==> src/design/icymd_pkg.sv <==
// shared types, codes and constants of the icy metadata stream demux
package icymd_pkg;

   localparam int INTERVAL_BITS_DEFAULT = 24;

   // stream phase codes
   localparam logic [1:0] PH_HEADER = 2'd0;
   localparam logic [1:0] PH_AUDIO  = 2'd1;
   localparam logic [1:0] PH_LEN    = 2'd2;
   localparam logic [1:0] PH_META   = 2'd3;

   // title phase codes
   localparam logic [1:0] TI_WAIT  = 2'd0;
   localparam logic [1:0] TI_IN    = 2'd1;
   localparam logic [1:0] TI_QUOTE = 2'd2;
   localparam logic [1:0] TI_DONE  = 2'd3;

   // number reader modes
   localparam logic [1:0] NUM_OFF   = 2'd0;
   localparam logic [1:0] NUM_BLANK = 2'd1;
   localparam logic [1:0] NUM_DIGIT = 2'd2;

   // result kinds
   localparam logic [1:0] KIND_AUDIO = 2'd0;
   localparam logic [1:0] KIND_TITLE = 2'd1;
   localparam logic [1:0] KIND_END   = 2'd2;

   localparam logic [7:0] CH_CR    = 8'h0D;
   localparam logic [7:0] CH_LF    = 8'h0A;
   localparam logic [7:0] CH_SPACE = 8'h20;
   localparam logic [7:0] CH_TAB   = 8'h09;
   localparam logic [7:0] CH_QUOTE = 8'h27;
   localparam logic [7:0] CH_SEMI  = 8'h3B;
   localparam logic [7:0] CH_ZERO  = 8'h30;
   localparam logic [7:0] CH_NINE  = 8'h39;

   localparam logic [3:0] KEY_LEN  = 4'd12;
   // fallback point: "i" after "icy-metai"
   localparam logic [3:0] KEY_BORDER = 4'd9;

   typedef struct packed {
      logic [7:0] out_byte;
      logic [1:0] out_kind;
      logic       last_of_run;
   } rsp_item_type;

   // characters of "icy-metaint:"
   function automatic logic [7:0] key_char(input logic [3:0] idx);
      logic [7:0] ch;
      unique case (idx)
         4'd0:    ch = 8'h69; // i
         4'd1:    ch = 8'h63; // c
         4'd2:    ch = 8'h79; // y
         4'd3:    ch = 8'h2D; // -
         4'd4:    ch = 8'h6D; // m
         4'd5:    ch = 8'h65; // e
         4'd6:    ch = 8'h74; // t
         4'd7:    ch = 8'h61; // a
         4'd8:    ch = 8'h69; // i
         4'd9:    ch = 8'h6E; // n
         4'd10:   ch = 8'h74; // t
         4'd11:   ch = 8'h3A; // :
         default: ch = 8'h00;
      endcase
      return ch;
   endfunction

endpackage

==> src/design/icymd_req_if.sv <==
// input byte channel of the icy metadata stream demux
interface icymd_req_if;
   logic       valid;
   logic       ready;
   logic [7:0] in_byte;
   logic       chunk_last;

   modport source (output valid, output in_byte, output chunk_last, input ready);
   modport sink (input valid, input in_byte, input chunk_last, output ready);
endinterface

==> src/design/icymd_rsp_if.sv <==
// result channel of the icy metadata stream demux
interface icymd_rsp_if;
   logic       valid;
   logic       ready;
   logic [7:0] out_byte;
   logic [1:0] out_kind;
   logic       last_of_run;

   modport source (output valid, output out_byte, output out_kind, output last_of_run,
                   input ready);
   modport sink (input valid, input out_byte, input out_kind, input last_of_run,
                 output ready);
endinterface

==> src/design/icy_metadata_stream_demux_unit.sv <==
// top level of the icy metadata stream demux
// Takes an HTTP radio response one byte per transaction. Header bytes produce
// nothing; an "icy-metaint:" key sets the metadata interval (decimal, saturating
// at 2^INTERVAL_BITS-1). After the blank line, audio bytes come out as kind 0,
// and with a nonzero interval each metadata block is parsed for the quoted
// title, which comes out as kind 1 characters and a kind 2 end marker. Each
// input byte is parsed in the cycle it is taken and yields zero to three
// results into a three-entry result buffer that drains one result per cycle
// while the receiver is ready. A byte with at most one result is taken every
// cycle then; with more, the input waits for its last result to be taken.
module icy_metadata_stream_demux_unit
   import icymd_pkg::*;
#(
   parameter int INTERVAL_BITS = INTERVAL_BITS_DEFAULT
) (
   input logic        clock,
   input logic        reset,
   icymd_req_if.sink  req,
   icymd_rsp_if.source rsp
);

   localparam logic [INTERVAL_BITS-1:0] INTERVAL_MAX = '1;

   logic [1:0]               phase_ff, phase_in;
   logic [1:0]               blank_ff, blank_in;
   logic [3:0]               key_ff, key_in;
   logic [1:0]               num_ff, num_in;
   logic [INTERVAL_BITS-1:0] interval_ff, interval_in;
   logic [INTERVAL_BITS-1:0] count_ff, count_in;
   logic [11:0]              remain_ff, remain_in;
   logic [1:0]               title_ff, title_in;

   rsp_item_type res_ff [3];
   rsp_item_type res_in [3];
   logic [1:0]   cnt_ff, cnt_in;
   logic [1:0]   idx_ff, idx_in;
   logic [1:0]   n_new;

   logic req_fire, rsp_fire, one_left;

   assign rsp.valid       = (cnt_ff != idx_ff);
   assign rsp.out_byte    = res_ff[idx_ff].out_byte;
   assign rsp.out_kind    = res_ff[idx_ff].out_kind;
   assign rsp.last_of_run = res_ff[idx_ff].last_of_run;
   assign rsp_fire        = rsp.valid && rsp.ready;
   assign one_left        = ((idx_ff + 2'd1) == cnt_ff);
   assign req.ready       = !rsp.valid || (one_left && rsp.ready);
   assign req_fire        = req.valid && req.ready;

   // parse one byte: next state and its results
   always_comb begin
      logic [7:0]               b;
      logic [1:0]               t_v;
      logic [1:0]               n_v;
      logic                     done;
      logic                     last;
      logic [3:0]               digit;
      logic [INTERVAL_BITS+3:0] prod;
      logic [INTERVAL_BITS-1:0] cnt_inc;
      logic [3:0]               kp;

      b           = req.in_byte;
      phase_in    = phase_ff;
      blank_in    = blank_ff;
      key_in      = key_ff;
      num_in      = num_ff;
      interval_in = interval_ff;
      count_in    = count_ff;
      remain_in   = remain_ff;
      title_in    = title_ff;
      t_v         = title_ff;
      n_v         = 2'd0;
      done        = 1'b0;
      last        = 1'b0;
      digit       = b[3:0] - CH_ZERO[3:0];
      prod        = {1'b0, interval_ff, 3'b000} + {3'b000, interval_ff, 1'b0}
                    + {{INTERVAL_BITS{1'b0}}, digit};
      cnt_inc     = count_ff + {{(INTERVAL_BITS-1){1'b0}}, 1'b1};
      kp          = 4'd0;
      for (int i = 0; i < 3; i++) begin
         res_in[i] = '{out_byte: 8'h00, out_kind: KIND_AUDIO, last_of_run: 1'b0};
      end

      unique case (phase_ff)
         PH_HEADER: begin
            // blank line detector
            if (b == CH_CR) begin
               blank_in = (blank_ff == 2'd2) ? 2'd3 : 2'd1;
            end else if (b == CH_LF && blank_ff == 2'd1) begin
               blank_in = 2'd2;
            end else if (b == CH_LF && blank_ff == 2'd3) begin
               done = 1'b1;
            end else begin
               blank_in = 2'd0;
            end
            // decimal value reader
            if (num_ff == NUM_BLANK && (b == CH_SPACE || b == CH_TAB)) begin
               num_in = NUM_BLANK;
            end else if (num_ff != NUM_OFF && b >= CH_ZERO && b <= CH_NINE) begin
               interval_in = (prod[INTERVAL_BITS+3:INTERVAL_BITS] != 4'd0) ?
                             INTERVAL_MAX : prod[INTERVAL_BITS-1:0];
               num_in = NUM_DIGIT;
            end else begin
               num_in = NUM_OFF;
            end
            // key matcher
            if (key_ff < KEY_LEN && b == key_char(key_ff)) begin
               kp = key_ff + 4'd1;
            end else begin
               kp = (key_ff == KEY_BORDER) ? 4'd1 : 4'd0;
               kp = (b == key_char(kp)) ? kp + 4'd1 : 4'd0;
            end
            key_in = kp;
            if (kp == KEY_LEN) begin
               key_in      = 4'd0;
               num_in      = NUM_BLANK;
               interval_in = '0;
            end
            if (done) begin
               phase_in = PH_AUDIO;
               count_in = '0;
               blank_in = 2'd0;
               key_in   = 4'd0;
               num_in   = NUM_OFF;
            end
         end
         PH_AUDIO: begin
            res_in[n_v] = '{out_byte: b, out_kind: KIND_AUDIO, last_of_run: 1'b0};
            n_v = n_v + 2'd1;
            count_in = cnt_inc;
            if (interval_ff != '0 && cnt_inc >= interval_ff) begin
               count_in = '0;
               phase_in = PH_LEN;
            end
         end
         PH_LEN: begin
            remain_in = {b, 4'b0000};
            title_in  = TI_WAIT;
            phase_in  = (b != 8'h00) ? PH_META : PH_AUDIO;
         end
         PH_META: begin
            last      = (remain_ff <= 12'd1);
            remain_in = last ? 12'd0 : remain_ff - 12'd1;
            case (title_ff)
               TI_WAIT: begin
                  if (b == CH_QUOTE) t_v = TI_IN;
               end
               TI_IN: begin
                  if (b == CH_QUOTE) begin
                     t_v = TI_QUOTE;
                  end else begin
                     res_in[n_v] = '{out_byte: b, out_kind: KIND_TITLE, last_of_run: 1'b0};
                     n_v = n_v + 2'd1;
                  end
               end
               TI_QUOTE: begin
                  if (b == CH_SEMI) begin
                     res_in[n_v] = '{out_byte: 8'h00, out_kind: KIND_END,
                                     last_of_run: 1'b0};
                     n_v = n_v + 2'd1;
                     t_v = TI_DONE;
                  end else begin
                     // held quote was part of the title
                     res_in[n_v] = '{out_byte: CH_QUOTE, out_kind: KIND_TITLE,
                                     last_of_run: 1'b0};
                     n_v = n_v + 2'd1;
                     if (b != CH_QUOTE) begin
                        res_in[n_v] = '{out_byte: b, out_kind: KIND_TITLE,
                                        last_of_run: 1'b0};
                        n_v = n_v + 2'd1;
                        t_v = TI_IN;
                     end
                  end
               end
               default: ;
            endcase
            if (last) begin
               if (t_v == TI_QUOTE) begin
                  res_in[n_v] = '{out_byte: CH_QUOTE, out_kind: KIND_TITLE,
                                  last_of_run: 1'b0};
                  n_v = n_v + 2'd1;
               end
               if (t_v == TI_IN || t_v == TI_QUOTE) begin
                  res_in[n_v] = '{out_byte: 8'h00, out_kind: KIND_END, last_of_run: 1'b0};
                  n_v = n_v + 2'd1;
               end
               t_v      = TI_WAIT;
               phase_in = PH_AUDIO;
            end
            title_in = t_v;
         end
         default: ;
      endcase

      if (n_v != 2'd0) begin
         res_in[n_v - 2'd1].last_of_run = 1'b1;
      end
      n_new = n_v;
   end

   // result buffer bookkeeping
   always_comb begin
      cnt_in = cnt_ff;
      idx_in = idx_ff;
      if (req_fire) begin
         cnt_in = n_new;
         idx_in = 2'd0;
      end else if (rsp_fire) begin
         if (one_left) begin
            cnt_in = 2'd0;
            idx_in = 2'd0;
         end else begin
            idx_in = idx_ff + 2'd1;
         end
      end
   end

   always_ff @(posedge clock) begin
      if (reset) begin
         phase_ff    <= PH_HEADER;
         blank_ff    <= 2'd0;
         key_ff      <= 4'd0;
         num_ff      <= NUM_OFF;
         interval_ff <= '0;
         count_ff    <= '0;
         remain_ff   <= 12'd0;
         title_ff    <= TI_WAIT;
         cnt_ff      <= 2'd0;
         idx_ff      <= 2'd0;
      end else begin
         cnt_ff <= cnt_in;
         idx_ff <= idx_in;
         if (req_fire) begin
            phase_ff    <= phase_in;
            blank_ff    <= blank_in;
            key_ff      <= key_in;
            num_ff      <= num_in;
            interval_ff <= interval_in;
            count_ff    <= count_in;
            remain_ff   <= remain_in;
            title_ff    <= title_in;
         end
      end
   end

   always_ff @(posedge clock) begin
      if (req_fire) begin
         for (int i = 0; i < 3; i++) begin
            res_ff[i] <= res_in[i];
         end
      end
   end

endmodule

==> src/flat_wrapper.sv <==
// flat-port wrapper written by rule: the top's interface ports become plain ports
module icy_metadata_stream_demux_unit_flat import icymd_pkg::*;
#(
   parameter int INTERVAL_BITS = INTERVAL_BITS_DEFAULT
)
  (clock, reset, req_valid, req_in_byte, req_chunk_last, req_ready, rsp_valid, rsp_out_byte, rsp_out_kind, rsp_last_of_run, rsp_ready);
  icymd_req_if req_i ();
  icymd_rsp_if rsp_i ();
  input logic clock;
  input logic reset;
  input wire logic [$bits(req_i.valid)-1:0] req_valid;
  input wire logic [$bits(req_i.in_byte)-1:0] req_in_byte;
  input wire logic [$bits(req_i.chunk_last)-1:0] req_chunk_last;
  output wire logic [$bits(req_i.ready)-1:0] req_ready;
  output wire logic [$bits(rsp_i.valid)-1:0] rsp_valid;
  output wire logic [$bits(rsp_i.out_byte)-1:0] rsp_out_byte;
  output wire logic [$bits(rsp_i.out_kind)-1:0] rsp_out_kind;
  output wire logic [$bits(rsp_i.last_of_run)-1:0] rsp_last_of_run;
  input wire logic [$bits(rsp_i.ready)-1:0] rsp_ready;
  assign req_i.valid = req_valid;
  assign req_i.in_byte = req_in_byte;
  assign req_i.chunk_last = req_chunk_last;
  assign req_ready = req_i.ready;
  assign rsp_valid = rsp_i.valid;
  assign rsp_out_byte = rsp_i.out_byte;
  assign rsp_out_kind = rsp_i.out_kind;
  assign rsp_last_of_run = rsp_i.last_of_run;
  assign rsp_i.ready = rsp_ready;
  icy_metadata_stream_demux_unit #(.INTERVAL_BITS(INTERVAL_BITS)) u_core (.clock(clock), .reset(reset), .req(req_i), .rsp(rsp_i));
endmodule
==> config.mk <==
export PLATFORM = sky130hd
export DESIGN_NAME = icy_metadata_stream_demux_unit_flat
export DESIGN_NICKNAME = d
export VERILOG_FILES = /design/src/design/icymd_pkg.sv /design/src/design/icymd_req_if.sv /design/src/design/icymd_rsp_if.sv /design/src/design/icy_metadata_stream_demux_unit.sv /design/src/flat_wrapper.sv
export SDC_FILE = /design/constraint.sdc
export NUM_CORES = 1
export LEC_CHECK = 0
export ABC_CLOCK_PERIOD_IN_PS = 5500
export BUFFER_PORTS_ARGS = -buffer_cell sky130_fd_sc_hd__buf_2
export CELL_PAD_IN_SITES_DETAIL_PLACEMENT = 1
export CELL_PAD_IN_SITES_GLOBAL_PLACEMENT = 2
export CORE_ASPECT_RATIO = 1.5
export CORE_UTILIZATION = 39
export CTS_CLUSTER_SIZE = 12
export DETAILED_ROUTE_END_ITERATION = 12
export PLACE_DENSITY = 0.88
export SKIP_LAST_GASP = 1
export SLEW_MARGIN = 20
export SYNTH_ARGS = -nofsm -noshare
export SYNTH_HDL_FRONTEND = slang
export SYNTH_SLANG_ARGS = --single-unit
==> constraint.sdc <==
create_clock -name clock -period 5.5 [get_ports clock]
set_input_delay 0.55 -clock clock [delete_from_list [all_inputs] [get_ports clock]]
set_output_delay 0.55 -clock clock [all_outputs]
set_load 0.01 [all_outputs]
# Word level (Yosys, flattened, before mapping)
# Memory sizes are Yosys's and may differ from the RTL's. A register that Yosys moved wholly into a read port is not among the register bits.
# Index checks and enable logic that the tools add are counted.
dict set report totals {
  memories 3
  mem_bits_rw 33
  out_inout_bits 13
  regBits 76
  wordCells 197
  rom_bits 224
  input_bits 13
}
# memory words width rd rd_clocked_by_memory_dff wr line_no
set memory_table {}
lappend memory_table {{(no name shown)} 16 7 1 1 0 icymd_pkg.sv:50} ;# unique case (idx)
lappend memory_table {{(no name shown)} 16 7 1 0 0 icymd_pkg.sv:50}
lappend memory_table {u_core.res_ff 3 11 1 1 3 icy_metadata_stream_demux_unit.sv:33} ;# rsp_item_type res_ff [3];
dict set report op_classes {
  order_cmp 11
  addsub 10
  n_eq_ne 29
  reduce_logical 37
  bitwise 9
  n_mux 88
}
# cell n
set ops {}
lappend ops {{2-to-1 mux 33 bit} 6}
lappend ops {{2-to-1 mux 24 bit} 6}
lappend ops {{2-to-1 mux 11 bit} 8}
lappend ops {{demux 11 bit (select 2 bit)} 3}
lappend ops {{2-to-1 mux 2 bit} 33}
lappend ops {{one-hot mux 24 bit (2 select lines)} 1}
lappend ops {{one-hot mux 11 bit (2 select lines)} 2}
lappend ops {{bitwise mux 33 bit} 1}
lappend ops {{bitwise AND 30 bit} 1}
lappend ops {{NOT 30 bit} 1}
lappend ops {{adder 27 x 25 -> 28 bit} 1}
lappend ops {{adder 28 x 4 -> 28 bit} 1}
lappend ops {{2-to-1 mux 4 bit} 7}
lappend ops {{adder 24 x 1 -> 24 bit, second input constant} 1}
lappend ops {{equality test 8 x 4 -> 1 bit, second input constant} 3}
lappend ops {{equality test 8 x 6 -> 1 bit, second input constant} 3}
lappend ops {{>= comparator 24 bit} 1}
lappend ops {{2-to-1 mux 8 bit} 3}
lappend ops {{one-hot mux 12 bit (2 select lines)} 1}
lappend ops {{nonzero test 24 bit} 1}
lappend ops {{2-to-1 mux 22 bit} 1}
lappend ops {{bitwise AND 18 bit} 1}
lappend ops {{NOT 18 bit} 1}
lappend ops {{equality test 8 bit} 2}
lappend ops {{39 further kinds} 95}

# Longest topological paths before layout
dict set report logic_depth {
  depth_word 21
  ltp_mapped 18
  mapped_depth_nobuf 16
}

# Worst setup path after synthesis
# No wires, ideal clock.
dict set report synth_timing {
  path_type {in2reg}
  from {input port req_in_byte[3]}
  to {register u_core.interval_ff[11]}
  setup_time_ns 0.122
  cell_stages 14
  arrival_time_ns 3.662
  required_time_ns 5.378
  path_buffers 2
  path_slack_ns 1.716
  cell_sequence {buf_2 -> inv_1 -> fa_1 -> inv_1 -> fa_1 -> a211oi_1 -> o211ai_1 -> a311o_1 -> nand3_1 -> and4bb_2 -> o221ai_2 -> and2_1 -> buf_2 -> a221o_1}
}
dict set report synth_between {
  elab_chain_len 7
  word_cells_on_any_way 24
  classes_between {add/sub (1); order compare (2); eq/ne (6); mux (7); reduce/logical (8)}
}
# item line_no
set synth_lines {}
lappend synth_lines {{start: declaration} flat_wrapper.sv:12} ;# input wire logic [$bits(req_i.in_byte)-1:0] req_in_byte;
lappend synth_lines {{parallel branches: the longest is 7 deep, another holds adder 28 x 4 -> 28 bit} n/a}
lappend synth_lines {{end signal: assignment} icy_metadata_stream_demux_unit.sv:238} ;# interval_ff <= interval_in;
lappend synth_lines {{end: declaration} icy_metadata_stream_demux_unit.sv:28} ;# logic [INTERVAL_BITS-1:0] interval_ff, interval_in;
# Parallel ways; which one is timed is not known. The select of a mux whose other input is x is not followed.
# A chain may end at the register's enable or synchronous reset.

# Worst setup path after layout
dict set report layout_timing {
  from {register u_core.count_ff[0]}
  to {register u_core.count_ff[20]}
}
dict set report layout_between {
  elab_chain_len 5
}
# item line_no
set layout_lines {}
lappend layout_lines {{start: declaration} icy_metadata_stream_demux_unit.sv:29} ;# logic [INTERVAL_BITS-1:0] count_ff, count_in;
lappend layout_lines {{start signal: assignment} icy_metadata_stream_demux_unit.sv:239} ;# count_ff <= count_in;
lappend layout_lines {{adder 24 x 1 -> 24 bit (*)} icy_metadata_stream_demux_unit.sv:78} ;# cnt_inc = count_ff + {{(INTERVAL_BITS-1){1'b0}}, 1'b1};
lappend layout_lines {{>= comparator 24 bit} icy_metadata_stream_demux_unit.sv:131} ;# if (interval_ff != '0 && cnt_inc >= interval_ff) begin
lappend layout_lines {{logical AND 1 bit} icy_metadata_stream_demux_unit.sv:131}
lappend layout_lines {{2-to-1 mux 24 bit (*)} icy_metadata_stream_demux_unit.sv:131}
lappend layout_lines {{one-hot mux 24 bit (2 select lines) (*)} icy_metadata_stream_demux_unit.sv:84} ;# unique case (phase_ff)
# Every way passes the cells marked *; elsewhere a longest branch is shown, timed or not.

==> run_results.csv <==
group,metric,value,unit
worst_setup_path,arrival,4830,ps
placed_design,port_buffers,24,
global_routing,grtUsageTotal,21.7,%
timing,finalHoldViolCount,0,
worst_setup_path,critPathSlowestCell,"a2111oi_4",
final_layout,n_antenna_cell,0,
worst_setup_path,critPathKind,"flop to flop",
global_routing,grt_pass1_vias,7750,
synthesis,yosys_register_bits,110,
worst_setup_path,path_cells,"ha_1 > nand3_1 > nor2_1 > and3_1 > nand3_1 > and2_1 > or2_2 > ha_1 > a21oi_1 > o21ai_0 > a221oi_1 > nor4bb_1 > o41ai_1 > a2111oi_4 > and3_1 > a221o_1",
timing,fmax,0.221,GHz
timing,drv_slew,0,
pwr,seqPwrFrac,52.9,%
worst_setup_path,startpoint_type,"flop",
clock_tree,hold_buffers,0,
worst_setup_path,ff2ff_setup_slack,980,ps
global_routing,grt_overflow_total,0,
detailed_routing,drtIter0Drc,329,
synthesis,synth.top_cell.area_share,20.0,%
clock_tree,postCtsSetupRepairBufs,0,
pwr,power.share.combinational,4.1,%
detailed_routing,vias,7443,
detailed_routing,finalWirelength,23200,µm
clock_tree,ctsResizeCount,0,
final_layout,syn2layout_area_growth,7.28,%
floorplan,coreArea,0.0212,mm²
placed_design,place_inst,1284,
worst_setup_path,worst-path-buf-inv,0,
min_path,whs_endpoint,"u_core.num_ff[1]",
synthesis,yosysSeqAreaShare,28.8,%
timing,post-route-period-util,82.2,%
pwr,vdd.ir_drop.worst,0.000134,V
detailed_routing,ant_nets,0,
floorplan,start_util,40.1,%
min_path,hold_path_depth,2,
synthesis,syn_area,0.00852,mm²
detailed_routing,wl_per_cell,17.8,µm
synthesis,synth_area_leaders,"dfxtp_1 (20%), ha_1 (14%), edfxtp_1 (8.8%)",
pwr,power_frac_clock,43.0,%
synthesis,synth_nets,1138,
clock_tree,cts_sinks,110,
worst_setup_path,crit_path_end_kind,"flop",
pwr,sw_frac_of_total,23.6,%
synthesis,synth_largest_area_cell,"dfxtp_1",
detailed_routing,drt_pass1_iterations,4,
clock_tree,numCtsBuffers,9,
synthesis,postSynth.asyncResetShare,0,%
clock_tree,clkTransAtPathRegs,80,ps
detailed_routing,via_per_inst,5.73,
synthesis,avgSynthCellArea,8.31,µm²
min_path,hold_class,"flop to flop",
worst_setup_path,max_stage_delay,700,ps
final_layout,fillCellCount,2579,
clock_tree,clock-root-buffer,"clkbuf_16",
worst_setup_path,regToRegStartpoint,"u_core.count_ff[0]",
synthesis,synth_top_flop_cell,"dfxtp_1",
clock_tree,clk_latency,360,ps
pwr,totalPowerFinal,1.57,mW
min_path,worstHoldStart,"u_core.num_ff[1]",
pwr,power_density,172,mW/mm²
placed_design,dp_hpwl,18100,µm
run_status,outcome,"complete, no violations",
pwr,power_leakage,3.92,nW
job,max-cap-violations,0,
floorplan,die_x,123,µm
synthesis,synthDistinctLibCells,88,
worst_setup_path,timing.rr.end,"u_core.count_ff[20]",
final_layout,final_cells,1300,
timing,fin_crit,4520,ps
placed_design,globalplace.congestion,0.801,
final_layout,mostFrequentLayoutCells,"nand2_1 (98), ha_1 (98), nor2_1 (87), dfxtp_1 (85), a21oi_1 (72)",
worst_setup_path,worst-path-max-fanout,12,
timing,worst_pin_slew,859,ps
global_routing,grt_max_degree,33,
worst_setup_path,cp_top_family,"simple AND/OR/NAND/NOR gates",
pwr,switching_power,371,µW
clock_tree,htreeDepth,3,
timing,finalSetupViolations,0,
floorplan,rows,65,
clock_tree,cts_tree,"done",
pwr,internal_power,1.20,mW
synthesis,ys_warn_count,0,
floorplan,design.die.area,0.0225,mm²
floorplan,die-height,183,µm
timing,relSlewSlack,42.5,%
final_layout,fin_nets,1140,
detailed_routing,drcViolationCount,0,
worst_setup_path,rr_worst_depth,16,
timing,skew,8.45,ps
timing,tns,0,ps
clock_tree,clk_path_buf_depth,2,
floorplan,num_io_pins,26,
worst_setup_path,cp.required,5810,ps
synthesis,synth_edf_count,25,
global_routing,antenna_found_initial,0,
final_layout,drive_above_1_share,8.14,%
global_routing,grt_pass1_wl,38200,µm
timing,rsz0062_at_grt,"no",
synthesis,netlist_instances,1025,
[registers in the layout, indices dropped and copies added (netlist names), named ones only]
register and flops:
u_core.blank_ff 2, u_core.cnt_ff 2, u_core.count_ff 24, u_core.idx_ff 2, u_core.interval_ff 24, u_core.key_ff 4
u_core.num_ff 2, u_core.phase_ff 2, u_core.remain_ff 12, u_core.res_ff 25, u_core.title_ff 2
[tightest hold or removal path: stages (launching register included)]
cell and delay [ps]:
dfxtp_1 330, nand2_1 60, a21oi_1 50
[routing by layer]
layer	track usage, %	up-vias	part of all wire, %
li1	-	3726	-
met1	22.3	3614	39
met2	43.5	74	57
met3	2.83	29	1.5
met4	7.07	0	2.2
met5	0	-	0
[cells by family (layout without fill, tap and decap cells)]
logic type               Yosys count  after routing  synth area share [%]
AND/OR/NAND/NOR                  371            371                  22.3
AO/OA/AOI/OAI                    284            284                  23.1
flip-flops                       110            110                  28.8
buffers and inverters            105            112                  5.04
adder cells (fa/ha/maj)          100            100                  14.9
XOR/XNOR                          43             43                  4.42
multiplexers                      12             12                  1.56
[cell type report]
class | count | area [µm²] | area share, %
clock buffers | 9 | 225 | 2.46
flip-flops and latches | 110 | 2450 | 26.8
clock inverters | 7 | 72.6 | 0.794
inverters | 66 | 248 | 2.71
multi-input cells | 810 | 5640 | 61.7
well taps | 268 | 335 | 3.67
repair buffers | 30 | 165 | 1.81
[synth_stat cells (5+ instances only)]
cell type and n:
nor2_1 87, a21oi_1 72, xor2_1 19, nor4_1 13
nor2b_1 20, a22oi_1 9, or2_2 12, edfxtp_1 25
mux2i_1 11, o21ai_1 9, o21ai_0 57, a31oi_1 5
and4_1 5, dfxtp_1 85, a21o_1 23, nor3_1 18
a32oi_1 7, nor3b_1 5, clkbuf_1 23, o211ai_1 7
ha_1 98, o311a_1 8, buf_2 12, a211oi_1 14
xnor2_1 24, a21boi_0 6, and2_1 18, nand2b_1 8
inv_1 65, nand2_1 98, a221o_1 9, and3_1 17
nand4_1 10, o21a_1 9, nand3_1 32
[how the worst max path moves through the flow]
| stage | to | slack, ps | from | cells past startpoint |
|---|---|---|---|---|
| 2_1_floorplan | u_core.interval_ff[11] | 1720 | req_in_byte[3] | 14 |
| 3_3_place_gp | u_core.count_ff[10] | 1030 | u_core.count_ff[0] | 16 |
| 3_5_place_dp | u_core.count_ff[20] | 980 | u_core.count_ff[0] | 16 |
| 4_1_cts | u_core.count_ff[20] | 960 | u_core.count_ff[0] | 16 |
| 5_1_grt | u_core.count_ff[5] | 620 | u_core.count_ff[0] | 16 |
| 6_report | u_core.count_ff[20] | 980 | u_core.count_ff[0] | 16 |
[power by group through the flow]
stage,clock (mW),combinational (mW),sequential (mW)
6_report,0.676,0.0650,0.832
5_1_grt,0.733,0.0712,0.833
4_1_cts,0.694,0.0654,0.832
3_5_place_dp,0,0.0650,0.851
3_3_place_gp,0,0.0642,0.850
2_1_floorplan,0,0.0406,0.850
[stage by stage]
step                      utilization, %  hold WS (ps)  setup slack, ps  area [µm²]
after CTS                           43.1           479              956        9140
after global routing                43.1           527              617        9140
after global placement              41.7           462             1030        8840
after floorplan                        -           449             1720        8520
final                               43.1           478              977        9140
after detailed placement            41.7           469              984        8840
Note: power is estimated with default switching activity, not from simulation.
